File: src/design/raid1_mirror_request_steering_core_defines.svh
// ---------------------------------------------------------------------------
// Assertion macros for the mirror request steering core
// Concurrent property wrappers; compile with NO_ASSERTIONS to drop them.
// ---------------------------------------------------------------------------
`ifndef RAID1_MIRROR_REQUEST_STEERING_CORE_DEFINES_SVH
`define RAID1_MIRROR_REQUEST_STEERING_CORE_DEFINES_SVH

`ifndef NO_ASSERTIONS
// Same-cycle implication
`define R1MS_ASSERT_SAME(label, clk, rst, ante, cons) \
   label: assert property (@(posedge clk) disable iff (rst) (ante) |-> (cons)) \
      else $error("assertion failed: same-cycle check");
// Next-cycle implication
`define R1MS_ASSERT_NEXT(label, clk, rst, ante, cons) \
   label: assert property (@(posedge clk) disable iff (rst) (ante) |=> (cons)) \
      else $error("assertion failed: next-cycle check");
`else
`define R1MS_ASSERT_SAME(label, clk, rst, ante, cons)
`define R1MS_ASSERT_NEXT(label, clk, rst, ante, cons)
`endif

`endif

File: src/design/r1ms_pkg.sv
// ---------------------------------------------------------------------------
// Mirror request steering package
// Shared constants, transaction types and helper functions.
// ---------------------------------------------------------------------------
package r1ms_pkg;

   localparam int MAX_DISKS   = 8;
   localparam int DISK_IDX_W  = $clog2(MAX_DISKS);
   localparam int DISK_CNT_W  = 4;
   localparam int SECTOR_W    = 32;
   localparam int LEN_W       = 8;
   localparam int DIST_W      = 12;
   localparam logic [DIST_W-1:0] DIST_LIMIT = 12'd4095;

   localparam int REQ_DATA_W  = 72;
   localparam int RSP_DATA_W  = 40;

   localparam int QUEUE_DEPTH = 4;
   localparam int QUEUE_PTR_W = $clog2(QUEUE_DEPTH);
   localparam int QUEUE_CNT_W = $clog2(QUEUE_DEPTH + 1);

   localparam logic OP_READ  = 1'b0;
   localparam logic OP_WRITE = 1'b1;

   localparam logic [DISK_CNT_W-1:0] DISK_COUNT_RESET = 4'd2;

   // Classified request held in the queue
   typedef struct packed {
      logic                opcode;
      logic [SECTOR_W-1:0] abs_sector;
      logic [SECTOR_W-1:0] new_head;
   } req_entry_type;

   // Queue status
   typedef struct packed {
      logic full;
      logic empty;
   } queue_status_type;

   // Back end status
   typedef struct packed {
      logic idle;
      logic load;
      logic load_read;
   } back_status_type;

   // Clamp the programmed disk count into 1..MAX_DISKS
   function automatic logic [DISK_CNT_W-1:0] eff_count(input logic [DISK_CNT_W-1:0] dc);
      logic [DISK_CNT_W-1:0] n;
      n = dc;
      if (n == '0) begin
         n = DISK_CNT_W'(1);
      end
      if (n > DISK_CNT_W'(MAX_DISKS)) begin
         n = DISK_CNT_W'(MAX_DISKS);
      end
      return n;
   endfunction

endpackage

File: src/design/raid1_mirror_request_steering_core.sv
// Flow: an accepted request is registered in the front end, queued, and then
//   sequenced by the back end over n disks, n being the effective count (1..8).
// The back end takes the next request only when idle; its sequencer visits one
//   disk per cycle (read scan, or one write result each) unless output stalls.
// Reset: synchronous, active high; clears head positions, tie pointer, queue
//   and handshakes, and sets the disk count to 2.
// ---------------------------------------------------------------------------
// Mirror request steering core
// Steers block requests across a mirrored array: writes to every disk,
// reads to the disk whose head position is nearest.
// ---------------------------------------------------------------------------
`include "raid1_mirror_request_steering_core_defines.svh"

module raid1_mirror_request_steering_core (
   input  logic                            clock,
   input  logic                            reset,
   input  logic                            csr_valid,
   output logic                            csr_ready,
   input  logic [r1ms_pkg::DISK_CNT_W-1:0] csr_data,
   input  logic                            req_tvalid,
   output logic                            req_tready,
   // tdata: sector[31:0], partition_start[63:32], length_sectors[71:64]
   input  logic [r1ms_pkg::REQ_DATA_W-1:0] req_tdata,
   // tuser: opcode[0]
   input  logic                            req_tuser,
   output logic                            rsp_tvalid,
   input  logic                            rsp_tready,
   // tdata: disk_index[2:0], disk_sector[34:3], zero fill[39:35]
   output logic [r1ms_pkg::RSP_DATA_W-1:0] rsp_tdata,
   output logic                            rsp_tlast
);
   import r1ms_pkg::*;

   logic [DISK_CNT_W-1:0] disk_count_ff, disk_count_in;
   queue_status_type      q_status;
   req_entry_type         q_push_data;
   req_entry_type         q_pop_data;
   logic                  q_push;
   logic                  q_pop;
   back_status_type       back_status;

   // Disk count register
   assign csr_ready     = 1'b1;
   assign disk_count_in = (csr_valid && csr_ready) ? csr_data : disk_count_ff;

   always_ff @(posedge clock) begin
      if (reset) begin
         disk_count_ff <= DISK_COUNT_RESET;
      end else begin
         disk_count_ff <= disk_count_in;
      end
   end

   r1ms_front u_front (
      .clock       (clock),
      .reset       (reset),
      .req_tvalid  (req_tvalid),
      .req_tready  (req_tready),
      .req_tdata   (req_tdata),
      .req_tuser   (req_tuser),
      .q_status    (q_status),
      .q_push      (q_push),
      .q_push_data (q_push_data)
   );

   r1ms_queue u_queue (
      .clock     (clock),
      .reset     (reset),
      .push      (q_push),
      .push_data (q_push_data),
      .pop       (q_pop),
      .pop_data  (q_pop_data),
      .status    (q_status)
   );

   r1ms_back u_back (
      .clock      (clock),
      .reset      (reset),
      .disk_count (disk_count_ff),
      .q_status   (q_status),
      .q_data     (q_pop_data),
      .q_pop      (q_pop),
      .rsp_tready (rsp_tready),
      .rsp_tvalid (rsp_tvalid),
      .rsp_tdata  (rsp_tdata),
      .rsp_tlast  (rsp_tlast),
      .status     (back_status)
   );

   // The front end never pushes into a full queue
   `R1MS_ASSERT_SAME(a_no_push_full, clock, reset, q_push, !q_status.full)
   // The back end only pops when it is idle and the queue holds an entry
   `R1MS_ASSERT_SAME(a_pop_ok, clock, reset, q_pop, !q_status.empty && back_status.idle)
   // A read result is a single transaction flagged last
   `R1MS_ASSERT_NEXT(a_read_last, clock, reset, back_status.load_read, rsp_tvalid && rsp_tlast)

endmodule

File: src/design/r1ms_front.sv
// ---------------------------------------------------------------------------
// Mirror request steering front end
// Accepts request transactions, forms the absolute sector and the new head
// position, and pushes the classified entry into the queue.
// ---------------------------------------------------------------------------
module r1ms_front (
   input  logic                          clock,
   input  logic                          reset,
   input  logic                          req_tvalid,
   output logic                          req_tready,
   // tdata: sector[31:0], partition_start[63:32], length_sectors[71:64]
   input  logic [r1ms_pkg::REQ_DATA_W-1:0] req_tdata,
   // tuser: opcode[0]
   input  logic                          req_tuser,
   input  r1ms_pkg::queue_status_type    q_status,
   output logic                          q_push,
   output r1ms_pkg::req_entry_type       q_push_data
);
   import r1ms_pkg::*;

   logic                valid_ff, valid_in;
   req_entry_type       entry_ff, entry_in;
   logic                accept;
   logic [SECTOR_W-1:0] sector;
   logic [SECTOR_W-1:0] part_start;
   logic [LEN_W-1:0]    len;

   // Unpack the request fields
   assign sector     = req_tdata[31:0];
   assign part_start = req_tdata[63:32];
   assign len        = req_tdata[71:64];

   // Hold one entry; drain it into the queue when there is room
   assign q_push      = valid_ff && !q_status.full;
   assign req_tready  = !valid_ff || !q_status.full;
   assign accept      = req_tvalid && req_tready;
   assign q_push_data = entry_ff;

   always_comb begin
      valid_in = valid_ff;
      entry_in = entry_ff;
      if (q_push) begin
         valid_in = 1'b0;
      end
      if (accept) begin
         valid_in            = 1'b1;
         entry_in.opcode     = req_tuser;
         entry_in.abs_sector = sector + part_start;
         entry_in.new_head   = sector + part_start + SECTOR_W'(len);
      end
   end

   always_ff @(posedge clock) begin
      if (reset) begin
         valid_ff <= 1'b0;
      end else begin
         valid_ff <= valid_in;
      end
   end

   always_ff @(posedge clock) begin
      entry_ff <= entry_in;
   end

endmodule

File: src/design/r1ms_queue.sv
// ---------------------------------------------------------------------------
// Mirror request steering queue
// Short first-in first-out buffer between the front and back ends.
// ---------------------------------------------------------------------------
module r1ms_queue (
   input  logic                       clock,
   input  logic                       reset,
   input  logic                       push,
   input  r1ms_pkg::req_entry_type    push_data,
   input  logic                       pop,
   output r1ms_pkg::req_entry_type    pop_data,
   output r1ms_pkg::queue_status_type status
);
   import r1ms_pkg::*;

   req_entry_type          slot_ff [QUEUE_DEPTH];
   logic [QUEUE_PTR_W-1:0] wr_ptr_ff, wr_ptr_in;
   logic [QUEUE_PTR_W-1:0] rd_ptr_ff, rd_ptr_in;
   logic [QUEUE_CNT_W-1:0] count_ff, count_in;
   logic                   do_push;
   logic                   do_pop;

   assign status.full  = (count_ff == QUEUE_CNT_W'(QUEUE_DEPTH));
   assign status.empty = (count_ff == '0);
   assign do_push      = push && !status.full;
   assign do_pop       = pop && !status.empty;
   assign pop_data     = slot_ff[rd_ptr_ff];

   // Advance pointers and occupancy
   always_comb begin
      wr_ptr_in = wr_ptr_ff;
      rd_ptr_in = rd_ptr_ff;
      count_in  = count_ff;
      if (do_push) begin
         wr_ptr_in = wr_ptr_ff + QUEUE_PTR_W'(1);
      end
      if (do_pop) begin
         rd_ptr_in = rd_ptr_ff + QUEUE_PTR_W'(1);
      end
      if (do_push && !do_pop) begin
         count_in = count_ff + QUEUE_CNT_W'(1);
      end else if (do_pop && !do_push) begin
         count_in = count_ff - QUEUE_CNT_W'(1);
      end
   end

   always_ff @(posedge clock) begin
      if (reset) begin
         wr_ptr_ff <= '0;
         rd_ptr_ff <= '0;
         count_ff  <= '0;
      end else begin
         wr_ptr_ff <= wr_ptr_in;
         rd_ptr_ff <= rd_ptr_in;
         count_ff  <= count_in;
      end
   end

   // Store the pushed entry
   always_ff @(posedge clock) begin
      if (do_push) begin
         slot_ff[wr_ptr_ff] <= push_data;
      end
   end

endmodule

File: src/design/r1ms_back.sv
// ---------------------------------------------------------------------------
// Mirror request steering back end
// Sequencer that scans head positions for reads, fans writes out to every
// disk, and drives the registered result channel.
// ---------------------------------------------------------------------------
module r1ms_back (
   input  logic                            clock,
   input  logic                            reset,
   input  logic [r1ms_pkg::DISK_CNT_W-1:0] disk_count,
   input  r1ms_pkg::queue_status_type      q_status,
   input  r1ms_pkg::req_entry_type         q_data,
   output logic                            q_pop,
   input  logic                            rsp_tready,
   output logic                            rsp_tvalid,
   // tdata: disk_index[2:0], disk_sector[34:3], zero fill[39:35]
   output logic [r1ms_pkg::RSP_DATA_W-1:0] rsp_tdata,
   output logic                            rsp_tlast,
   output r1ms_pkg::back_status_type       status
);
   import r1ms_pkg::*;

   typedef enum logic [2:0] {
      ST_IDLE = 3'b001,
      ST_SCAN = 3'b010,
      ST_EMIT = 3'b100
   } state_type;

   state_type             state_ff, state_in;
   logic [DISK_IDX_W-1:0] idx_ff, idx_in;
   logic [DISK_IDX_W-1:0] best_ff, best_in;
   logic [DIST_W-1:0]     best_dist_ff, best_dist_in;
   logic [DISK_IDX_W-1:0] tie_ff, tie_in;
   logic [SECTOR_W-1:0]   head_ff [MAX_DISKS];
   logic [SECTOR_W-1:0]   head_in [MAX_DISKS];
   req_entry_type         entry_ff, entry_in;
   logic                  rsp_valid_ff, rsp_valid_in;
   logic [DISK_IDX_W-1:0] rsp_index_ff, rsp_index_in;
   logic [SECTOR_W-1:0]   rsp_sector_ff, rsp_sector_in;
   logic                  rsp_last_ff, rsp_last_in;

   logic [DISK_CNT_W-1:0] n_eff;
   logic [DISK_IDX_W-1:0] sel_idx;
   logic [SECTOR_W-1:0]   target;
   logic [DIST_W-1:0]     scan_dist;
   logic                  at_last_disk;
   logic                  load;

   // Saturated magnitude of the wrapped head-to-target difference
   function automatic logic [DIST_W-1:0] head_distance(input logic [SECTOR_W-1:0] head,
                                                       input logic [SECTOR_W-1:0] tgt);
      logic [SECTOR_W-1:0] d_fwd;
      logic [SECTOR_W-1:0] d_rev;
      logic [SECTOR_W-1:0] mag;
      d_fwd = head - tgt;
      d_rev = tgt - head;
      mag   = d_fwd[SECTOR_W-1] ? d_rev : d_fwd;
      if (mag[SECTOR_W-1:DIST_W] != '0) begin
         return DIST_LIMIT;
      end
      return mag[DIST_W-1:0];
   endfunction

   // Step the tie pointer modulo the disk count
   function automatic logic [DISK_IDX_W-1:0] tie_step(input logic [DISK_IDX_W-1:0] tp,
                                                      input logic [DISK_CNT_W-1:0] n);
      logic [DISK_CNT_W-1:0] r;
      r = DISK_CNT_W'(tp) + DISK_CNT_W'(1);
      for (int k = 0; k < MAX_DISKS; k++) begin
         if (r >= n) begin
            r = r - n;
         end
      end
      return r[DISK_IDX_W-1:0];
   endfunction

   assign n_eff        = eff_count(disk_count);
   assign sel_idx      = (state_ff == ST_IDLE) ? '0 : idx_ff;
   assign target       = (state_ff == ST_IDLE) ? q_data.abs_sector : entry_ff.abs_sector;
   assign scan_dist    = head_distance(head_ff[sel_idx], target);
   assign at_last_disk = (DISK_CNT_W'(idx_ff) == n_eff - DISK_CNT_W'(1));

   // Sequence one disk per cycle, holding in emit while the output is stalled
   always_comb begin
      state_in      = state_ff;
      idx_in        = idx_ff;
      best_in       = best_ff;
      best_dist_in  = best_dist_ff;
      tie_in        = tie_ff;
      head_in       = head_ff;
      entry_in      = entry_ff;
      rsp_valid_in  = rsp_valid_ff;
      rsp_index_in  = rsp_index_ff;
      rsp_sector_in = rsp_sector_ff;
      rsp_last_in   = rsp_last_ff;
      q_pop         = 1'b0;
      load          = 1'b0;

      // Drop the output transaction once taken
      if (rsp_tready) begin
         rsp_valid_in = 1'b0;
      end

      case (state_ff)
         ST_IDLE: begin
            if (!q_status.empty) begin
               q_pop    = 1'b1;
               entry_in = q_data;
               if (q_data.opcode == OP_WRITE) begin
                  for (int k = 0; k < MAX_DISKS; k++) begin
                     if (DISK_CNT_W'(k) < n_eff) begin
                        head_in[k] = q_data.new_head;
                     end
                  end
                  idx_in   = '0;
                  state_in = ST_EMIT;
               end else begin
                  best_in      = '0;
                  best_dist_in = scan_dist;
                  idx_in       = DISK_IDX_W'(1);
                  state_in     = (n_eff == DISK_CNT_W'(1)) ? ST_EMIT : ST_SCAN;
               end
            end
         end
         ST_SCAN: begin
            if (scan_dist == best_dist_ff) begin
               if (tie_ff > best_ff && tie_ff <= idx_ff) begin
                  best_in = idx_ff;
               end
               tie_in = tie_step(tie_ff, n_eff);
            end else if (scan_dist < best_dist_ff) begin
               best_dist_in = scan_dist;
               best_in      = idx_ff;
            end
            if (at_last_disk) begin
               state_in = ST_EMIT;
            end else begin
               idx_in = idx_ff + DISK_IDX_W'(1);
            end
         end
         ST_EMIT: begin
            if (!rsp_valid_ff || rsp_tready) begin
               load          = 1'b1;
               rsp_valid_in  = 1'b1;
               rsp_sector_in = entry_ff.abs_sector;
               if (entry_ff.opcode == OP_WRITE) begin
                  rsp_index_in = idx_ff;
                  rsp_last_in  = at_last_disk;
                  if (at_last_disk) begin
                     state_in = ST_IDLE;
                  end else begin
                     idx_in = idx_ff + DISK_IDX_W'(1);
                  end
               end else begin
                  rsp_index_in     = best_ff;
                  rsp_last_in      = 1'b1;
                  head_in[best_ff] = entry_ff.new_head;
                  state_in         = ST_IDLE;
               end
            end
         end
         default: begin
            state_in = ST_IDLE;
         end
      endcase
   end

   always_ff @(posedge clock) begin
      if (reset) begin
         state_ff     <= ST_IDLE;
         idx_ff       <= '0;
         best_ff      <= '0;
         best_dist_ff <= '0;
         tie_ff       <= '0;
         rsp_valid_ff <= 1'b0;
         for (int k = 0; k < MAX_DISKS; k++) begin
            head_ff[k] <= '0;
         end
      end else begin
         state_ff     <= state_in;
         idx_ff       <= idx_in;
         best_ff      <= best_in;
         best_dist_ff <= best_dist_in;
         tie_ff       <= tie_in;
         rsp_valid_ff <= rsp_valid_in;
         head_ff      <= head_in;
      end
   end

   // Payload registers
   always_ff @(posedge clock) begin
      entry_ff      <= entry_in;
      rsp_index_ff  <= rsp_index_in;
      rsp_sector_ff <= rsp_sector_in;
      rsp_last_ff   <= rsp_last_in;
   end

   assign rsp_tvalid = rsp_valid_ff;
   assign rsp_tlast  = rsp_last_ff;
   assign rsp_tdata  = {(RSP_DATA_W - SECTOR_W - DISK_IDX_W)'(0), rsp_sector_ff, rsp_index_ff};

   assign status.idle      = (state_ff == ST_IDLE);
   assign status.load      = load;
   assign status.load_read = load && (entry_ff.opcode == OP_READ);

endmodule
File: config.mk
export PLATFORM = sky130hd
export DESIGN_NAME = raid1_mirror_request_steering_core
export DESIGN_NICKNAME = d
export VERILOG_FILES = /design/src/design/r1ms_pkg.sv /design/src/design/raid1_mirror_request_steering_core.sv /design/src/design/r1ms_front.sv /design/src/design/r1ms_queue.sv /design/src/design/r1ms_back.sv
export VERILOG_INCLUDE_DIRS = /design/src /design/src/design
export SDC_FILE = /design/constraint.sdc
export NUM_CORES = 2
export LEC_CHECK = 0
export BUFFER_PORTS_ARGS = -buffer_cell sky130_fd_sc_hd__buf_4
export CAP_MARGIN = 25
export CELL_PAD_IN_SITES_DETAIL_PLACEMENT = 1
export CELL_PAD_IN_SITES_GLOBAL_PLACEMENT = 1
export CORE_ASPECT_RATIO = 2
export CORE_MARGIN = 1.5
export CORE_UTILIZATION = 45
export CTS_CLUSTER_DIAMETER = 30
export CTS_CLUSTER_SIZE = 10
export DETAILED_ROUTE_END_ITERATION = 10
export PLACE_DENSITY = 0.83
export SETUP_SLACK_MARGIN = 0.02
export SYNTH_ARGS = -nofsm -noshare
export SYNTH_HDL_FRONTEND = slang
export SYNTH_SLANG_ARGS = --single-unit
File: constraint.sdc
create_clock -name clock -period 29.9 [get_ports clock]
set_input_delay 1.495 -clock clock [delete_from_list [all_inputs] [get_ports clock]]
set_output_delay 1.495 -clock clock [all_outputs]
set_load 0.01 [all_outputs]
# --- Word-level counts from Yosys, hierarchy flattened ---
# Memory sizes are Yosys's and may differ from the RTL's. A register that Yosys moved wholly into a read port is not among the register bits.
# Index checks and enable logic that the tools add are counted.
word_totals:
  register_bits: 459
  mem_bits_rw: 260
  input_bits: 82
  out_inout_bits: 44
  elab_cells: 228
  mem_count: 1
op_classes:
  n_addsub: 19
  n_lt_le_gt_ge: 23
  n_eq_ne: 27
  mux: 88
  bitwise: 3
  reduce_logical: 39
mem_list:
  columns: ["name", "words", "width", "read_ports", "rd_ports_with_merged_regs", "write_ports", "line", "rtl"]
  rows:
  - ["u_queue.slot_ff", 4, 65, 1, 1, 1, "r1ms_queue.sv:16", "req_entry_type slot_ff [QUEUE_DEPTH];"]
ops:
  columns: ["op", "n"]
  rows:
  - ["$mux 256", 4]
  - ["$pmux 256 s2", 1]
  - ["$mux 32", 13]
  - ["$bwmux 256", 1]
  - ["$bmux 32 s3", 1]
  - ["$demux 32 s3", 1]
  - ["$mux 4", 23]
  - ["$mux 12", 6]
  - ["$sub 32x32->32", 2]
  - ["$mux 3", 21]
  - ["$reduce_and 6->1", 8]
  - ["$add 32x32->32", 1]
  - ["$add 32x8->32", 1]
  - ["$ge 4x4->1", 8]
  - ["$sub 4x4->4", 7]
  - ["$ne 2x1->1 const B", 13]
  - ["$pmux 12 s2", 1]
  - ["$reduce_bool 20->1", 1]
  - ["$pmux 3 s3", 2]
  - ["$lt 3x4->1 const A", 4]
  - ["$eq 12x12->1", 1]
  - ["$lt 12x12->1", 1]
  - ["$mux 1", 11]
  - ["$reduce_and 5->1", 2]
  - ["other kinds (34)", 65]

# --- Logic depth before layout (Yosys ltp) ---
logic_depth:
  ltp_word: 40
  ltp_mapped: 61
  depth_no_buf: 60

# --- Cells and area by module ---
# A second synthesis with hierarchy kept.
unflattened:
  hier_cells: 3839
  hier_area_um2: 38559.5
modules_own_cells:
  columns: ["mod", "n_inst", "cells_each", "area_per_inst_um2", "seq_area_each_um2"]
  rows:
  - ["r1ms_back", 1, 2921, 23452.5, 8658.3]
  - ["r1ms_queue", 1, 387, 9887.0, 7987.7]
  - ["r1ms_front", 1, 516, 5064.9, 1971.9]
  - ["raid1_mirror_request_steering_core", 1, 15, 155.1, 80.1]

# --- Worst setup path before layout ---
# OpenSTA, ideal clock, no wires.
synth_timing:
  path_type: "reg-to-reg"
  start: "register disk_count_ff[2]"
  end: "register u_back.tie_ff[2]"
  setup_time_ns: 0.116
  arrival_time_ns: 11.826
  required_time_ns: 29.784
  setup_slack_ns: 17.958
  stages_incl_launch_ff: 62
  synth_period_minus_slack_ns: 11.942
  cell_sequence: "dfxtp_1 > clkbuf_1 > nor2_1 > o21ai_0 > inv_1 > ha_1 > fa_1 > a21bo_2 > a31oi_4 > nand2_2 > mux2_2 > inv_1 > ha_1 > nand2_1 > nand2_1 > a21o_1 > a21oi_1 > mux2_2 > [... 26 more ...] > a21oi_1 > mux2_2 > inv_1 > ha_1 > nand2_1 > nand2_1 > a21o_1 > a21oi_1 > mux2_2 > ha_1 > inv_1 > fa_1 > a21o_1 > a21o_1 > a21oi_1 > nor4_1 > a31o_2 > a31o_2"
synth_between:
  elab_chain_len: 34
  elab_cells_between_ends: 42
  classes_between: "8 x add/sub; 9 x order compare; 24 x mux; 1 x reduce/logical"
synth_rtl:
  columns: ["item", "line", "rtl"]
  rows:
  - ["from (decl)", "raid1_mirror_request_steering_core.sv:34", "logic [DISK_CNT_W-1:0] disk_count_ff, disk_count_in;"]
  - ["from (signal assigned)", "raid1_mirror_request_steering_core.sv:50", "disk_count_ff <= disk_count_in;"]
  - ["$logic_not 4->1", "r1ms_pkg.sv:51", "if (n == '0) begin"]
  - ["$mux 4 (*)", "r1ms_pkg.sv:51", null]
  - ["$gt 4x4->1", "r1ms_pkg.sv:54", "if (n > DISK_CNT_W'(MAX_DISKS)) begin"]
  - ["$mux 4 (*)", "r1ms_pkg.sv:54", null]
  - ["$sub 4x4->4 / $ge 4x4->1 (equally long branches)", "r1ms_back.sv:70, r1ms_back.sv:69", null]
  - ["$mux 4", "r1ms_back.sv:69", "if (r >= n) begin"]
  - ["$mux 4", "r1ms_back.sv:125", "if (scan_dist == best_dist_ff) begin"]
  - ["$mux 4", "r1ms_back.sv:103", "case (state_ff)"]
  - ["[... 18 more ...]", null, null]
  - ["$mux 4", "r1ms_back.sv:125", null]
  - ["$mux 4", "r1ms_back.sv:103", null]
  - ["$sub 4x4->4 / $ge 4x4->1 (equally long branches)", "r1ms_back.sv:70, r1ms_back.sv:69", null]
  - ["$mux 4", "r1ms_back.sv:69", null]
  - ["$mux 4", "r1ms_back.sv:125", null]
  - ["$mux 4", "r1ms_back.sv:103", null]
  - ["$ge 4x4->1 / $sub 3x3->3 (equally long branches)", "r1ms_back.sv:69, r1ms_back.sv:70", null]
  - ["$mux 3 (*)", "r1ms_back.sv:69", null]
  - ["to (signal assigned)", "r1ms_back.sv:183", "tie_ff <= tie_in;"]
  - ["to (decl)", "r1ms_back.sv:32", "logic [DISK_IDX_W-1:0] tie_ff, tie_in;"]
# Every way passes the cells marked *; elsewhere a longest branch is shown, timed or not. The select of a mux whose other input is x is not followed.
# A chain may end at the register's enable or synchronous reset.

# --- Worst setup path in the final report ---
layout_timing:
  start: "register disk_count_ff[3]"
  end: "register u_back.tie_ff[2]"
# The elaborated chain is that of the path after synthesis.

==> impl_metrics.xml <==
<?xml version="1.0" encoding="UTF-8"?>
<metrics>
  <group name="setup_path">
    <metric name="register_to_register_setup_slack" unit="ns">16.16</metric>
    <metric name="critPathArrivalTime" unit="ns">14.30</metric>
    <metric name="critical_path.startpoint_type" unit="">flop</metric>
    <metric name="worst_setup_path_end_kind" unit="">flop</metric>
    <metric name="critical_path_required" unit="ns">30.46</metric>
    <metric name="worst_path_largest_cell_delay" unit="ns">0.60</metric>
    <metric name="worst_setup_path_category" unit="">reg2reg</metric>
    <metric name="setup.worst_path.start" unit="">disk_count_ff[3]$_SDFFE_PP0P_</metric>
    <metric name="reg2reg_from" unit="">disk_count_ff[3]$_SDFFE_PP0P_</metric>
    <metric name="worst-path-max-fanout" unit="">13</metric>
    <metric name="cp_common_cell" unit="">sky130_fd_sc_hd__nand2_1</metric>
    <metric name="cpMaxStageDelayCell" unit="">sky130_fd_sc_hd__a21oi_1</metric>
  </group>
  <group name="cts">
    <metric name="worst_setup_hold_path_clk_slew" unit="ns">0.06</metric>
    <metric name="clock_tree.buffer_depth" unit="">3</metric>
    <metric name="cts_hold_repair.buffers" unit="">0</metric>
    <metric name="cts_num_sinks" unit="">721</metric>
    <metric name="cts_tree" unit="">built</metric>
    <metric name="postCtsSetupRepairBufs" unit="">0</metric>
    <metric name="cts_buffers" unit="">92</metric>
    <metric name="clk_root_buffer_cell" unit="">sky130_fd_sc_hd__clkbuf_16</metric>
    <metric name="cts_resized" unit="">0</metric>
    <metric name="h_tree_depth_reported_by_cts" unit="">3</metric>
    <metric name="source_to_sink_clock_delay_at_the_later_pin_of_the_worst_skew_pair" unit="ns">0.69</metric>
  </group>
  <group name="flow_run">
    <metric name="max_cap_viol_count" unit="">0</metric>
  </group>
  <group name="sta">
    <metric name="setup_viol_count_final" unit="">0</metric>
    <metric name="final_period_minus_worst_setup_slack" unit="ns">13.74</metric>
    <metric name="final.setup_skew" unit="ns">0.0414</metric>
    <metric name="max_frequency" unit="GHz">0.0728</metric>
    <metric name="worst_slew_pin_slew" unit="ns">1.09</metric>
    <metric name="timing.slew.headroom" unit="%">26.9</metric>
    <metric name="final_max_slew_viol_count" unit="">0</metric>
    <metric name="setup_tns" unit="ns">0</metric>
    <metric name="final_min_period_over_clock_period" unit="%">46.0</metric>
    <metric name="rsz_0062_raised_after_global_routing" unit="">false</metric>
    <metric name="hold_viol" unit="">0</metric>
  </group>
  <group name="cells_and_area">
    <metric name="area_delta_synth_final" unit="%">12.7</metric>
    <metric name="layout-drive-gt1-share" unit="%">11.5</metric>
    <metric name="final_net_count" unit="">3988</metric>
    <metric name="num_antenna_cells" unit="">0</metric>
  </group>
  <group name="floorplan">
    <metric name="dieArea" unit="um^2">85100</metric>
    <metric name="initial_core_util" unit="%">45.5</metric>
    <metric name="die_height" unit="um">411</metric>
    <metric name="core_area" unit="um^2">82400</metric>
    <metric name="std_cell_rows" unit="">149</metric>
    <metric name="boundaryPins" unit="">126</metric>
    <metric name="die_width" unit="um">207</metric>
  </group>
  <group name="synthesis">
    <metric name="post_synth_design_cell_area" unit="um^2">37500</metric>
    <metric name="synth_warnings" unit="">0</metric>
    <metric name="synthesis.area_per_instance" unit="um^2">10.1</metric>
    <metric name="synth_enable_flop_cells" unit="">426</metric>
    <metric name="synthCells" unit="">3710</metric>
    <metric name="asyncSetResetFlopFracSynth" unit="%">0</metric>
    <metric name="synth.yosys.seq_area_share" unit="%">49.9</metric>
    <metric name="yosys_register_bits" unit="">721</metric>
    <metric name="synth_ff_type" unit="">sky130_fd_sc_hd__edfxtp_1</metric>
    <metric name="unique_cell_type_count_in_the_yosys_netlist" unit="">84</metric>
  </group>
  <group name="min_path">
    <metric name="hp-start" unit="">u_back.entry_ff[57]$_DFFE_PP_</metric>
    <metric name="timing.hold.worst.class" unit="">reg2reg</metric>
  </group>
  <group name="global_route">
    <metric name="largest_net_degree_at_the_start_of_global_routing" unit="">101</metric>
    <metric name="global_route.overflow_total" unit="">0</metric>
    <metric name="antenna_violations_before_repair" unit="">0</metric>
    <metric name="grt_first_pass_wirelength" unit="mm">188</metric>
    <metric name="first_global_vias" unit="">32800</metric>
    <metric name="track_usage" unit="%">29.1</metric>
  </group>
  <group name="place">
    <metric name="io_buffer_count" unit="">119</metric>
    <metric name="gp_congestion" unit="">0.948</metric>
    <metric name="dp_hpwl" unit="mm">79.1</metric>
  </group>
  <group name="drt">
    <metric name="initialDrtViolationCount" unit="">2093</metric>
    <metric name="route.detailed.wl_per_inst" unit="um">25.2</metric>
    <metric name="drt-total-wl" unit="mm">123</metric>
    <metric name="first_pass_iters" unit="">5</metric>
    <metric name="drt.antenna.violating_nets" unit="">0</metric>
    <metric name="drc_errors_left" unit="">0</metric>
    <metric name="total_vias_in_the_final_route" unit="">30600</metric>
    <metric name="drt-vias-per-instance" unit="">6.29</metric>
  </group>
  <group name="status">
    <metric name="outcome" unit="">complete, no violations</metric>
  </group>
</metrics>
[cell usage in the layout, fill, tap and decap left out, types with 53 or more instances in the layout]
cell and count:
sky130_fd_sc_hd__o211ai_1 268, sky130_fd_sc_hd__a21oi_1 166, sky130_fd_sc_hd__and2_1 53, sky130_fd_sc_hd__nand3_1 137
sky130_fd_sc_hd__buf_4 168, sky130_fd_sc_hd__nand2_1 378, sky130_fd_sc_hd__mux4_2 65, sky130_fd_sc_hd__nor2_1 398
sky130_fd_sc_hd__xnor2_1 78, sky130_fd_sc_hd__o21ai_0 333, sky130_fd_sc_hd__dfxtp_1 291, sky130_fd_sc_hd__a21o_1 56
sky130_fd_sc_hd__clkbuf_16 95, sky130_fd_sc_hd__inv_1 136, sky130_fd_sc_hd__edfxtp_1 426, sky130_fd_sc_hd__ha_1 162
[cell usage after synthesis, drive strengths merged (80+ instances only)]
cell type    n  area share [%]
nor2       400             4.0
a21oi      166             2.2
nand3      137             1.8
ha         162             5.4
xnor2       80             1.9
clkbuf     203             2.0
edfxtp     426              34
inv        136             1.4
o21ai      339             4.5
nand2      382             3.8
o211ai     269             5.4
dfxtp      295              16
[flip-flops by register name, indices dropped and copies added (netlist names), named ones only]
register	count
u_queue.rd_ptr_ff	2
u_back.best_dist_ff	12
u_back.state_ff	3
u_back.entry_ff	65
u_queue.count_ff	3
u_back.head_ff	256
u_back.best_ff	3
u_back.rsp_tvalid	1
u_back.idx_ff	3
disk_count_ff	4
u_queue.wr_ptr_ff	2
u_back.rsp_index_ff	3
u_back.rsp_sector_ff	32
u_front.valid_ff	1
u_back.tie_ff	3
u_back.rsp_tlast	1
u_queue.slot_ff	260
u_front.q_push_data	65
[kinds of logic (layout without fill, tap and decap cells)]
family,Yosys count,after routing,synth area share [%]
other cells,2,6,0.0201
compound gates,1042,1042,17.9
flops,721,721,49.9
xor+xnor,122,122,2.89
fa+ha+maj,175,175,6.11
simple gates,1124,1124,13.2
buf+inv,384,480,4.01
mux,140,140,6.01
[routing by layer]
layer	vias to the layer above	share of wire (%)	global-route usage (%)
met5	-	0	0
met4	0	7.4	21.0
met3	492	5.6	4.09
met2	1255	52	52.0
met1	15300	35	30.8
li1	13600	-	-
[layout make-up]
| class | count | area, um^2 |
|---|---|---|
| fillers | 9116 | 40200 |
| well taps | 1057 | 1320 |
| clock inverters | 25 | 302 |
| multi-input cells | 2609 | 17500 |
| inverters | 137 | 514 |
| clock buffers | 148 | 2620 |
| repair buffers | 170 | 1300 |
| flip-flops and latches | 721 | 18700 |
[worst paths after layout]
path,to,cells after the start
max,u_back.tie_ff[2]$_SDFFE_PP0P_,57
min,u_back.rsp_sector_ff[25]$_DFFE_PP_,0
max reg2reg,u_back.tie_ff[2]$_SDFFE_PP0P_,57
min reg2reg,u_back.rsp_sector_ff[25]$_DFFE_PP_,0
[critical path, delay by kind of cell, from the launching register on]
| family | cells | cell delay [ns] |
|---|---|---|
| AO/OA/AOI/OAI | 19 | 5.36 |
| flip-flops | 1 | 0.34 |
| adder cells (fa/ha/maj) | 9 | 2.50 |
| multiplexers | 7 | 2.72 |
| AND/OR/NAND/NOR | 15 | 1.47 |
| buffers and inverters | 7 | 1.19 |
[per-stage QoR]
step / util [%] / std cells / setup WS, ns / hold WS (ns) / instance area [um^2]
global placement: 47.7 / 4693 / 16.53 / 0.429 / 39300
finish: 51.2 / 4867 / 16.16 / 0.443 / 42200
detailed placement: 47.7 / 4693 / 16.10 / 0.437 / 39300
CTS: 51.2 / 4866 / 16.04 / 0.446 / 42200
global route: 51.2 / 4867 / 15.18 / 0.449 / 42200
floorplan: - / 3714 / 17.96 / 0.426 / 37500
Power is not shown: default switching activity piles up to over one toggle a cycle in this logic, so the estimate is an artifact.
